--- config.mk ---
export PLATFORM = sky130hd
export DESIGN_NAME = date_string_validator_top
export DESIGN_NICKNAME = d
export VERILOG_FILES = /design/src/rtl/dsv_pkg.sv /design/src/rtl/date_string_validator_top.sv /design/src/rtl/dsv_judge.sv
export SDC_FILE = /design/constraint.sdc
export NUM_CORES = 1
export LEC_CHECK = 0
export ABC_CLOCK_PERIOD_IN_PS = 14200
export BUFFER_PORTS_ARGS = -buffer_cell sky130_fd_sc_hd__buf_2
export CAP_MARGIN = 15
export CORE_ASPECT_RATIO = 1.5
export CORE_UTILIZATION = 58
export CTS_CLUSTER_SIZE = 10
export DETAILED_ROUTE_END_ITERATION = 7
export GPL_TIMING_DRIVEN = 0
export HOLD_SLACK_MARGIN = 0.08
export PLACE_DENSITY = 0.73
export SLEW_MARGIN = 20
export SYNTH_ARGS = -nofsm -noshare
export SYNTH_HDL_FRONTEND = slang
export SYNTH_SLANG_ARGS = --single-unit
--- constraint.sdc ---
create_clock -name clk -period 14.2 [get_ports clk]
set_input_delay 0.71 -clock clk [delete_from_list [all_inputs] [get_ports clk]]
set_output_delay 0.71 -clock clk [all_outputs]
set_load 0.01 [all_outputs]
--- src/rtl/dsv_pkg.sv ---
package dsv_pkg;

  localparam int CHAR_W    = 8;
  localparam int DAY_W     = 7;
  localparam int MONTH_W   = 4;
  localparam int YEAR_W    = 14;
  localparam int STATUS_W  = 3;
  localparam int POS_W     = 4;
  localparam int CENTURY_W = 7;
  localparam int TEXT_W    = 24;
  localparam int DIM_W     = 5;
  localparam int NUM_MONTHS = 12;

  localparam logic [POS_W-1:0] POS_MAX     = 4'd15;
  localparam logic [POS_W-1:0] POS_LAST    = 4'd10;
  localparam logic [POS_W-1:0] POS_SLASH_A = 4'd2;
  localparam logic [POS_W-1:0] POS_SLASH_B = 4'd6;
  localparam logic [POS_W-1:0] POS_MONTH_A = 4'd3;
  localparam logic [POS_W-1:0] POS_MONTH_C = 4'd5;
  localparam logic [POS_W-1:0] POS_CENTURY = 4'd9;

  localparam logic [CHAR_W-1:0] CHAR_SLASH = 8'h2F;
  localparam logic [CHAR_W-1:0] CHAR_ZERO  = 8'h30;
  localparam logic [CHAR_W-1:0] CHAR_NINE  = 8'h39;

  localparam logic [YEAR_W-1:0] YEAR_MIN_RESET = 14'd2000;
  localparam logic [YEAR_W-1:0] YEAR_MAX_RESET = 14'd2099;

  localparam int CFG_INDEX_W = 2;
  localparam logic [CFG_INDEX_W-1:0] REG_YEAR_MIN = 2'd0;
  localparam logic [CFG_INDEX_W-1:0] REG_YEAR_MAX = 2'd1;

  localparam logic [STATUS_W-1:0] ST_OK        = 3'd0;
  localparam logic [STATUS_W-1:0] ST_LENGTH    = 3'd1;
  localparam logic [STATUS_W-1:0] ST_FORMAT    = 3'd2;
  localparam logic [STATUS_W-1:0] ST_YEAR      = 3'd3;
  localparam logic [STATUS_W-1:0] ST_DAY_RANGE = 3'd4;

  localparam logic [MONTH_W-1:0] MONTH_FEB = 4'd1;

  // Month abbreviations, first letter in the high byte.
  localparam logic [TEXT_W-1:0] MONTH_NAMES [NUM_MONTHS] = '{
    24'h6A616E, 24'h666576, 24'h6D6172, 24'h616272, 24'h6D6169, 24'h6A756E,
    24'h6A756C, 24'h61676F, 24'h736574, 24'h6F7574, 24'h6E6F76, 24'h64657A
  };

  localparam logic [DIM_W-1:0] MONTH_DAYS [NUM_MONTHS] = '{
    5'd31, 5'd28, 5'd31, 5'd30, 5'd31, 5'd30,
    5'd31, 5'd31, 5'd30, 5'd31, 5'd30, 5'd31
  };

  // Everything gathered from one text, as seen with its last character.
  typedef struct packed {
    logic                 len_ok;
    logic                 format_bad;
    logic [DAY_W-1:0]     day_value;
    logic [TEXT_W-1:0]    month_text;
    logic [YEAR_W-1:0]    year_value;
    logic [CENTURY_W-1:0] century_digits;
  } text_t;

  typedef struct packed {
    logic [STATUS_W-1:0] status;
    logic [DAY_W-1:0]    day;
    logic [MONTH_W-1:0]  month_index;
    logic [YEAR_W-1:0]   year;
  } result_t;

endpackage

--- src/rtl/date_string_validator_top.sv ---
// Date text checker for dd/mmm/yyyy with Portuguese month abbreviations.
// Throughput: one character per cycle, with no idle cycles between texts, while the
// result register is free; the last character of a text waits for it. The result of a
// text goes into the result register as its last character leaves the input register.
// Reset clears the text state and both pipeline stages; year_min and year_max return to
// 2000 and 2099.
module date_string_validator_top
  import dsv_pkg::*;
(
  input  logic                   clk,
  input  logic                   rst,
  input  logic                   s_axis_tvalid,
  output logic                   s_axis_tready,
  input  logic [7:0]             s_axis_tdata,  // [7:0] character
  input  logic                   s_axis_tlast,
  output logic                   m_axis_tvalid,
  input  logic                   m_axis_tready,
  output logic [31:0]            m_axis_tdata,  // [2:0] status, [9:3] day,
                                                // [13:10] month_index, [27:14] year
  input  logic                   cfg_valid,
  output logic                   cfg_ready,
  input  logic [CFG_INDEX_W-1:0] cfg_index,
  input  logic [YEAR_W-1:0]      cfg_data
);

  logic [YEAR_W-1:0] year_min;
  logic [YEAR_W-1:0] year_max;

  // Input stage
  logic              in_valid;
  logic [CHAR_W-1:0] in_char;
  logic              in_last;
  logic              in_go;

  // Per-text state
  logic [POS_W-1:0]     position;
  logic                 format_bad;
  logic [DAY_W-1:0]     day_value;
  logic [TEXT_W-1:0]    month_text;
  logic [YEAR_W-1:0]    year_value;
  logic [CENTURY_W-1:0] century_digits;

  logic                 format_bad_next;
  logic [DAY_W-1:0]     day_value_next;
  logic [TEXT_W-1:0]    month_text_next;
  logic [YEAR_W-1:0]    year_value_next;
  logic [CENTURY_W-1:0] century_digits_next;

  logic                 is_digit;
  logic [3:0]           digit;
  text_t                text;
  result_t              result_next;

  // Result stage
  logic    out_valid;
  logic    out_free;
  result_t out_result;

  assign cfg_ready = 1'b1;

  always_ff @(posedge clk) begin
    if (rst) begin
      year_min <= YEAR_MIN_RESET;
      year_max <= YEAR_MAX_RESET;
    end else if (cfg_valid && cfg_ready) begin
      unique case (cfg_index)
        REG_YEAR_MIN: year_min <= cfg_data;
        REG_YEAR_MAX: year_max <= cfg_data;
        default: ;
      endcase
    end
  end

  // A character other than the last never needs the result register.
  assign out_free      = !out_valid || m_axis_tready;
  assign in_go         = in_valid && (!in_last || out_free);
  assign s_axis_tready = !in_valid || in_go;

  always_ff @(posedge clk) begin
    if (rst) begin
      in_valid <= 1'b0;
    end else if (s_axis_tready) begin
      in_valid <= s_axis_tvalid;
    end
  end

  always_ff @(posedge clk) begin
    if (s_axis_tvalid && s_axis_tready) begin
      in_char <= s_axis_tdata;
      in_last <= s_axis_tlast;
    end
  end

  assign is_digit = (in_char >= CHAR_ZERO) && (in_char <= CHAR_NINE);
  assign digit    = is_digit ? in_char[3:0] : 4'd0;

  always_comb begin
    format_bad_next     = format_bad;
    day_value_next      = day_value;
    month_text_next     = month_text;
    year_value_next     = year_value;
    century_digits_next = century_digits;
    if (position <= POS_LAST) begin
      if (position == POS_SLASH_A || position == POS_SLASH_B) begin
        if (in_char != CHAR_SLASH) begin
          format_bad_next = 1'b1;
        end
      end else if (position >= POS_MONTH_A && position <= POS_MONTH_C) begin
        month_text_next = {month_text[TEXT_W-CHAR_W-1:0], in_char};
      end else begin
        if (!is_digit) begin
          format_bad_next = 1'b1;
        end
        if (position < POS_SLASH_A) begin
          day_value_next = {day_value[DAY_W-4:0], 3'b0} + {day_value[DAY_W-2:0], 1'b0}
                         + DAY_W'(digit);
        end else begin
          year_value_next = {year_value[YEAR_W-4:0], 3'b0} + {year_value[YEAR_W-2:0], 1'b0}
                          + YEAR_W'(digit);
          if (position < POS_CENTURY) begin
            century_digits_next = {century_digits[CENTURY_W-4:0], 3'b0}
                                + {century_digits[CENTURY_W-2:0], 1'b0}
                                + CENTURY_W'(digit);
          end
        end
      end
    end
  end

  assign text.len_ok         = (position == POS_LAST);
  assign text.format_bad     = format_bad_next;
  assign text.day_value      = day_value_next;
  assign text.month_text     = month_text_next;
  assign text.year_value     = year_value_next;
  assign text.century_digits = century_digits_next;

  dsv_judge u_judge (
    .text     (text),
    .year_min (year_min),
    .year_max (year_max),
    .result   (result_next)
  );

  always_ff @(posedge clk) begin
    if (rst || (in_go && in_last)) begin
      position       <= '0;
      format_bad     <= 1'b0;
      day_value      <= '0;
      month_text     <= '0;
      year_value     <= '0;
      century_digits <= '0;
    end else if (in_go) begin
      if (position != POS_MAX) begin
        position <= position + POS_W'(1);
      end
      format_bad     <= format_bad_next;
      day_value      <= day_value_next;
      month_text     <= month_text_next;
      year_value     <= year_value_next;
      century_digits <= century_digits_next;
    end
  end

  always_ff @(posedge clk) begin
    if (rst) begin
      out_valid <= 1'b0;
    end else if (in_go && in_last) begin
      out_valid <= 1'b1;
    end else if (m_axis_tready) begin
      out_valid <= 1'b0;
    end
  end

  always_ff @(posedge clk) begin
    if (in_go && in_last) begin
      out_result <= result_next;
    end
  end

  assign m_axis_tvalid = out_valid;
  assign m_axis_tdata  = {4'b0, out_result.year, out_result.month_index,
                          out_result.day, out_result.status};

`ifndef ASSERT_OFF
  a_clear_after_last: assert property (@(posedge clk) disable iff (rst)
    in_go && in_last |=> position == '0 && !format_bad)
    else $error("text state not cleared after the last character");

  a_rejected_fields_zero: assert property (@(posedge clk) disable iff (rst)
    out_valid && (out_result.status == ST_LENGTH || out_result.status == ST_FORMAT)
    |-> out_result.day == '0 && out_result.month_index == '0 && out_result.year == '0)
    else $error("rejected text reports nonzero fields");

  a_ok_day_in_range: assert property (@(posedge clk) disable iff (rst)
    out_valid && out_result.status == ST_OK
    |-> out_result.day != '0 && out_result.day <= DAY_W'(31)
        && out_result.month_index < MONTH_W'(NUM_MONTHS)
        && out_result.year >= year_min && out_result.year <= year_max)
    else $error("accepted date has fields out of range");

  a_no_overwrite: assert property (@(posedge clk) disable iff (rst)
    out_valid && !m_axis_tready |=> out_valid && $stable(out_result))
    else $error("pending result overwritten");
`endif

endmodule

--- src/rtl/dsv_judge.sv ---
module dsv_judge
  import dsv_pkg::*;
(
  input  text_t             text,
  input  logic [YEAR_W-1:0] year_min,
  input  logic [YEAR_W-1:0] year_max,
  output result_t           result
);

  logic                 found;
  logic [MONTH_W-1:0]   month_index;
  logic [YEAR_W-1:0]    century_x100;
  logic [YEAR_W-1:0]    low2;
  logic                 leap;
  logic [DIM_W-1:0]     dim;
  logic [STATUS_W-1:0]  status;

  // The names are all different, so at most one entry can match.
  always_comb begin
    found       = 1'b0;
    month_index = '0;
    for (int i = 0; i < NUM_MONTHS; i++) begin
      if (text.month_text == MONTH_NAMES[i]) begin
        found       = 1'b1;
        month_index = MONTH_W'(i);
      end
    end
  end

  // The last two year digits come from removing the century part.
  assign century_x100 = YEAR_W'({text.century_digits, 6'b0})
                      + YEAR_W'({text.century_digits, 5'b0})
                      + YEAR_W'({text.century_digits, 2'b0});
  assign low2 = text.year_value - century_x100;
  assign leap = (low2 != '0) ? (low2[1:0] == 2'b00) : (text.century_digits[1:0] == 2'b00);
  assign dim  = MONTH_DAYS[month_index] + DIM_W'(month_index == MONTH_FEB && leap);

  always_comb begin
    if (!text.len_ok) begin
      status = ST_LENGTH;
    end else if (text.format_bad || !found) begin
      status = ST_FORMAT;
    end else if (text.year_value < year_min || text.year_value > year_max) begin
      status = ST_YEAR;
    end else if (text.day_value == '0 || text.day_value > DAY_W'(dim)) begin
      status = ST_DAY_RANGE;
    end else begin
      status = ST_OK;
    end
  end

  always_comb begin
    result.status = status;
    if (status == ST_LENGTH || status == ST_FORMAT) begin
      result.day         = '0;
      result.month_index = '0;
      result.year        = '0;
    end else begin
      result.day         = text.day_value;
      result.month_index = month_index;
      result.year        = text.year_value;
    end
  end

endmodule

Word-level counts from Yosys, hierarchy flattened
Memories as Yosys holds them, arrays and structs flattened. Index checks and enable logic that the tools add are counted.

Bitwise logic cells: 1. Div/mod/pow operators: 0. Multiply operators: 0. Shift-type cells: 0. Add/subtract/negate cells: 11. Equal/unequal tests: 21. Reduce and logical (&&, ||, !) cells: 28. Muxes and demuxes: 54. Magnitude comparators: 11.

Operator list (count): equality test 24 x 23 -> 1 bit, second input constant (12); 2-to-1 mux 24 bit (3); 2-to-1 mux 7 bit (9); 2-to-1 mux 14 bit (4); 2-to-1 mux 3 bit (8); 2-to-1 mux 1 bit (21); 2-to-1 mux 4 bit (5); adder 13 x 12 -> 14 bit (1); adder 14 bit (1); adder 14 x 4 -> 14 bit (1); adder 14 x 9 -> 14 bit (1); adder 7 x 4 -> 7 bit (2); adder 7 bit (2); greater-than comparator 14 bit (1); < comparator 14 bit (1); nonzero test 14 bit (1); subtractor 14 bit (1); 2-to-1 mux 5 bit (2); logical OR 1 bit (9); >= comparator 8 x 6 -> 1 bit, second input constant (1); <= comparator 8 x 6 -> 1 bit, second input constant (1); inequality test 8 x 6 -> 1 bit, second input constant (1); greater-than comparator 7 x 5 -> 1 bit (1); logical NOT 7 bit (1); 23 further kinds (36).

Register bits: 124. Memory bits (read-only): 80. Output and inout bits: 35. Input bits: 30. Logic and storage cells: 143. RAM bits: 0. Memories kept: 1. Bits in latches: 0.

Memories: (no name shown) (words 16, bits a word 5, rd ports 1, clocked after memory_dff 0, wr ports 0, RTL line dsv_judge.sv:36) `assign dim = MONTH_DAYS[month_index] + DIM_W'(month_index == MONTH_FEB && leap);`.

Logic depth before layout (Yosys ltp)
Depth after elaboration: 30. Mapped depth: 34. Depth with buffers taken out: 32.

By module
A second synthesis with hierarchy kept.

Cell total of the unflattened synthesis: 964. Area total of the unflattened synthesis: 8513.2 µm².

Modules (own cells, without submodules): date_string_validator_top (times used 1, area each 6277.3 µm², sequential area each 2852.7 µm², cells each 661); dsv_judge (times used 1, area each 2235.9 µm², sequential area each 0.0 µm², cells each 303).

Least setup slack after synthesis
No wires, ideal clock.

Kind: flip-flop to flip-flop. Start: reg in_char[6]. End: reg out_result (netlist bit m_axis_tdata[2]) (data pin). Setup time: 0.273 ns. Data required time: 13.927 ns. Cell stages (with the launch flop): 32. Arrival time: 6.813 ns. Setup slack: 7.114 ns. Path buffers: 0. Clock period less this slack: 7.086 ns. Path through: edfxtp_1 > or2_2 > nor3_1 > nand2_1 > fa_1 > inv_1 > fa_1 > a21o_1 > a21oi_1 > xnor2_1 > mux2i_1 > inv_1 > fa_1 > inv_1 > fa_1 > ha_1 > nand2_1 > nand2_1 > a41oi_1 > a21oi_1 > a221o_1 > xnor2_1 > xnor2_1 > a311oi_1 > ha_1 > ha_1 > inv_1 > ha_1 > a21oi_1 > a211oi_1 > a311oi_1 > a211oi_1.

RTL lines: start: declaration (RTL line date_string_validator_top.sv:31) `logic [CHAR_W-1:0] in_char;`; start signal: assignment (RTL line date_string_validator_top.sv:89) `in_char <= s_axis_tdata;`; end signal: assignment (RTL line date_string_validator_top.sv:176) `out_result <= result_next;`; end: declaration (RTL line date_string_validator_top.sv:57) `result_t out_result;`.

==> impl_metrics.py <==
metrics = {
    "routing": {
        "drc": 0,
        "wirelength_um": 22400,
        "avgRoutedWirePerCell_um": 17.2,
        "viasPerCell": 5.83,
        "wl_met2_um": 12100,
        "route.met3.wl_um": 880,
        "dr_total_vias": 7574,
        "antenna_left": 0,
        "dr.first_iter.drc_count": 403,
        "dr.pass1.iters": 7,
        "met1Wirelength_um": 8250,
        "top_layer": "met4",
    },
    "yosys": {
        "synth.distinct_cells": 79,
        "ys.flop_type": "dfxtp_1",
        "syn_inst": 1010,
        "netlist_area_sq_um": 8570,
        "synth_top_cell_by_area": "dfxtp_1",
        "synth_top_cell_area_share_pct": 20.3,
        "avgSynthCellArea_sq_um": 8.48,
        "synth_edf_count": 37,
        "yosys_register_bits": 124,
        "synthTopCellsByArea": "dfxtp_1 (20%), ha_1 (13%), edfxtp_1 (13%), nand2_1 (5.7%), a21oi_1 (4.7%)",
        "async_flop_share_pct": 0,
        "yosys_warnings": 0,
        "seq_area_frac_synth_pct": 33.3,
    },
    "setup_path": {
        "setup.worst_path.end": "m_axis_tdata[2]$_DFFE_PP_",
        "critPathKind": "reg2reg",
        "r2r_end": "m_axis_tdata[2]$_DFFE_PP_",
        "rrSetupSlack_ns": 5.61,
        "slowest_delay_ns": 0.64,
        "cp_max_fo": 6,
        "rr_startpoint": "in_char[6]$_DFFE_PP_",
        "cp_common_cell": "ha_1",
        "critPathSlowestCell": "a311oi_1",
        "cp-startpoint": "in_char[6]$_DFFE_PP_",
        "worstPathArrival_ns": 8.73,
        "required_ns": 14.34,
        "crit_path_end_kind": "flip-flop",
        "r2r.worst_path.cells": 33,
        "critPathLaunchType": "flip-flop",
    },
    "die": {
        "die_area_sq_um": 15300,
        "pin_count": 65,
        "start_util_pct": 59.2,
        "row_count": 54,
        "die_w_um": 101,
        "core-area_sq_um": 14500,
        "die_y_um": 151,
    },
    "placement": {
        "gp_congestion": 0.981,
        "dpl_cell_area_sq_um": 9120,
        "dpl.hpwl_um": 17100,
        "placedCellCount": 1268,
        "pre_cts_slack_ns": 5.69,
        "io_buffers": 59,
    },
    "finish": {
        "syn_to_final_growth_pct": 14.0,
        "final_cells": 1300,
        "multi_input_area_sq_um": 5160,
        "drive_gt1_share_pct": 11.7,
        "final_area_sq_um": 9760,
        "final_common_cell": "nand2_1",
        "regArea_sq_um": 2850,
        "diodes": 0,
        "nets": 1226,
        "final_cell_mix": "nand2_1 (130), nor2_1 (91), ha_1 (90)",
        "final.fill_count": 1294,
        "post-route-util_pct": 67.5,
    },
    "timing": {
        "rsz0062_at_grt": "no",
        "maxSlewViolCount": 0,
        "worst_pin_slew_ns": 0.981,
        "setup_viol_count_final": 0,
        "post-route-min-period_ns": 8.59,
        "period_share_pct": 60.5,
        "hold_violations": 0,
        "finalClockSkew_ns": 0.0101,
        "max_freq_ghz": 0.116,
        "setup_ws_ns": 5.61,
        "finalSetupTns_ns": 0,
        "slew_headroom_pct": 34.3,
    },
    "clocking": {
        "clkTransAtPathRegs_ns": 0.06,
        "cts_root_buf": "clkbuf_16",
        "hold_buffers": 0,
        "cts_buffer_depth": 2,
        "htreeDepth": 4,
        "cts_buffers": 17,
        "cts_tree": "done",
        "cts_num_sinks": 124,
        "post-cts-setup-buffers": 0,
        "clock_latency_ns": 0.42,
        "cts_resized": 0,
    },
    "grt": {
        "grt_antenna_before_repair": 0,
        "gr-total-overflow": 0,
        "grt_pass1_vias": 7400,
        "groute.usage.overall_pct": 30.8,
        "grt_pass1_wl_um": 35600,
        "grt_max_degree": 31,
    },
    "power_and_ir_drop": {
        "clkPwrFrac_pct": 47.1,
        "p_int_w": 0.000739,
        "p_switching_w": 0.000272,
        "switching_share_pct": 26.9,
        "p_leak_nw": 4.25,
        "combPwrFrac_pct": 15.0,
        "cellPowerDensity_nw_per_um2": 104,
        "ir_worst_vdd_mv": 0.0758,
        "seqPwrFrac_pct": 37.9,
    },
    "job": {
        "drv_cap": 0,
    },
    "outcome": {
        "status": "finished, final reports clean",
    },
    "min_path": {
        "hold_path_class": "reg2reg",
    },
}
[critical path, delay by kind of cell (launching register included)]
| family | cells | cell delay (ns) |
|---|---|---|
| simple gates | 6 | 1.32 |
| fa+ha+maj | 7 | 2.18 |
| xor+xnor | 3 | 0.49 |
| buf+inv | 4 | 0.65 |
| flops | 1 | 0.46 |
| compound gates | 13 | 3.22 |
[flip-flops by register name, indices dropped and copies added (netlist names)]
signal          cells
in_valid            1
position            4
m_axis_tdata       28
year_min           14
day_value           7
in_last             1
century_digits      7
year_max           14
m_axis_tvalid       1
year_value         14
month_text         24
in_char             8
format_bad          1
[per-stage QoR]
step	hold slack, ns	total power [W]
floorplan	0.431	0.000497
global placement	0.443	0.000535
detailed placement	0.447	0.000540
CTS	0.455	0.00101
global route	0.456	0.00105
finish	0.452	0.00101
[power by group through the flow]
| stage | clock network (W) | logic (W) | registers (W) |
|---|---|---|---|
| after detailed placement | 0 | 0.000150 | 0.000390 |
| after global routing | 0.000492 | 0.000171 | 0.000383 |
| after CTS | 0.000477 | 0.000152 | 0.000382 |
| final | 0.000476 | 0.000152 | 0.000383 |
| after global placement | 0 | 0.000146 | 0.000390 |
| after floorplan | 0 | 0.000110 | 0.000388 |
[cells by family (layout without fill, tap and decap cells)]
| family | Yosys count | after routing | share of synthesized area, % |
|---|---|---|---|
| AOI/OAI and AO/OA | 221 | 221 | 16.8 |
| xor gates and xnor gates | 24 | 24 | 2.45 |
| adders and majority gates | 105 | 105 | 16.7 |
| buffers and inverters | 140 | 231 | 6.63 |
| DFF | 124 | 124 | 33.3 |
| muxes | 21 | 21 | 2.51 |
| other | 2 | 5 | 0.0877 |
| and+or+nand+nor | 373 | 373 | 21.6 |
[worst min path at each step]
stage | startpoint | to | slack (ns) | depth (start not counted)
after CTS | year_min[5]$_SDFFE_PP0P_ | year_min[5]$_SDFFE_PP0P_ | 0.46 | 2
after floorplan | month_text[23]$_SDFFE_PP0P_ | month_text[23]$_SDFFE_PP0P_ | 0.43 | 2
after global placement | year_min[5]$_SDFFE_PP0P_ | year_min[5]$_SDFFE_PP0P_ | 0.44 | 2
after global routing | s_axis_tdata[4] | in_char[4]$_DFFE_PP_ | 0.46 | 1
after detailed placement | year_max[2]$_SDFFE_PP0P_ | year_max[2]$_SDFFE_PP0P_ | 0.45 | 2
final | year_max[13]$_SDFFE_PP0P_ | year_max[13]$_SDFFE_PP0P_ | 0.45 | 2
[cell usage after synthesis, drive strengths merged (3+ instances only)]
cell type	number
xor2	7
and2	9
nand3	19
nor3	24
nand4	11
o21ai	28
nor4	9
a211oi	32
o211ai	5
nor3b	7
inv	85
and3	3
nand2b	7
nand4b	8
a21oi	81
a41oi	3
o21a	3
nand3b	8
mux2i	17
or4	3
mux2	4
a31oi	11
dfxtp	87
nor4bb	3
buf	15
a221oi	3
or2	4
fa	15
a211o	10
xnor2	17
or3	7
ha	90
o31ai	4
edfxtp	37
clkbuf	40
nor2	97
nor2b	13
a21o	15
nand2	130
a311oi	3
[routing by layer]
layer / global-route usage, % / vias to the layer above
met5: 0 / -
met3: 4.71 / 79
li1: - / 3736
met4: 19.6 / 0
met2: 57.8 / 213
met1: 31.1 / 3546
[final cells by class]
cell class,count,share of cell area (%)
Multi-Input combinational cell,749,52.8
Sequential cell,124,29.2
Clock buffer,22,5.09
Inverter,85,3.27
Timing Repair Buffer,59,3.02
Buffer,55,2.55
Tap cell,196,2.51
Clock inverter,10,1.51
No activity file was read; power rests on OpenSTA's default activity.
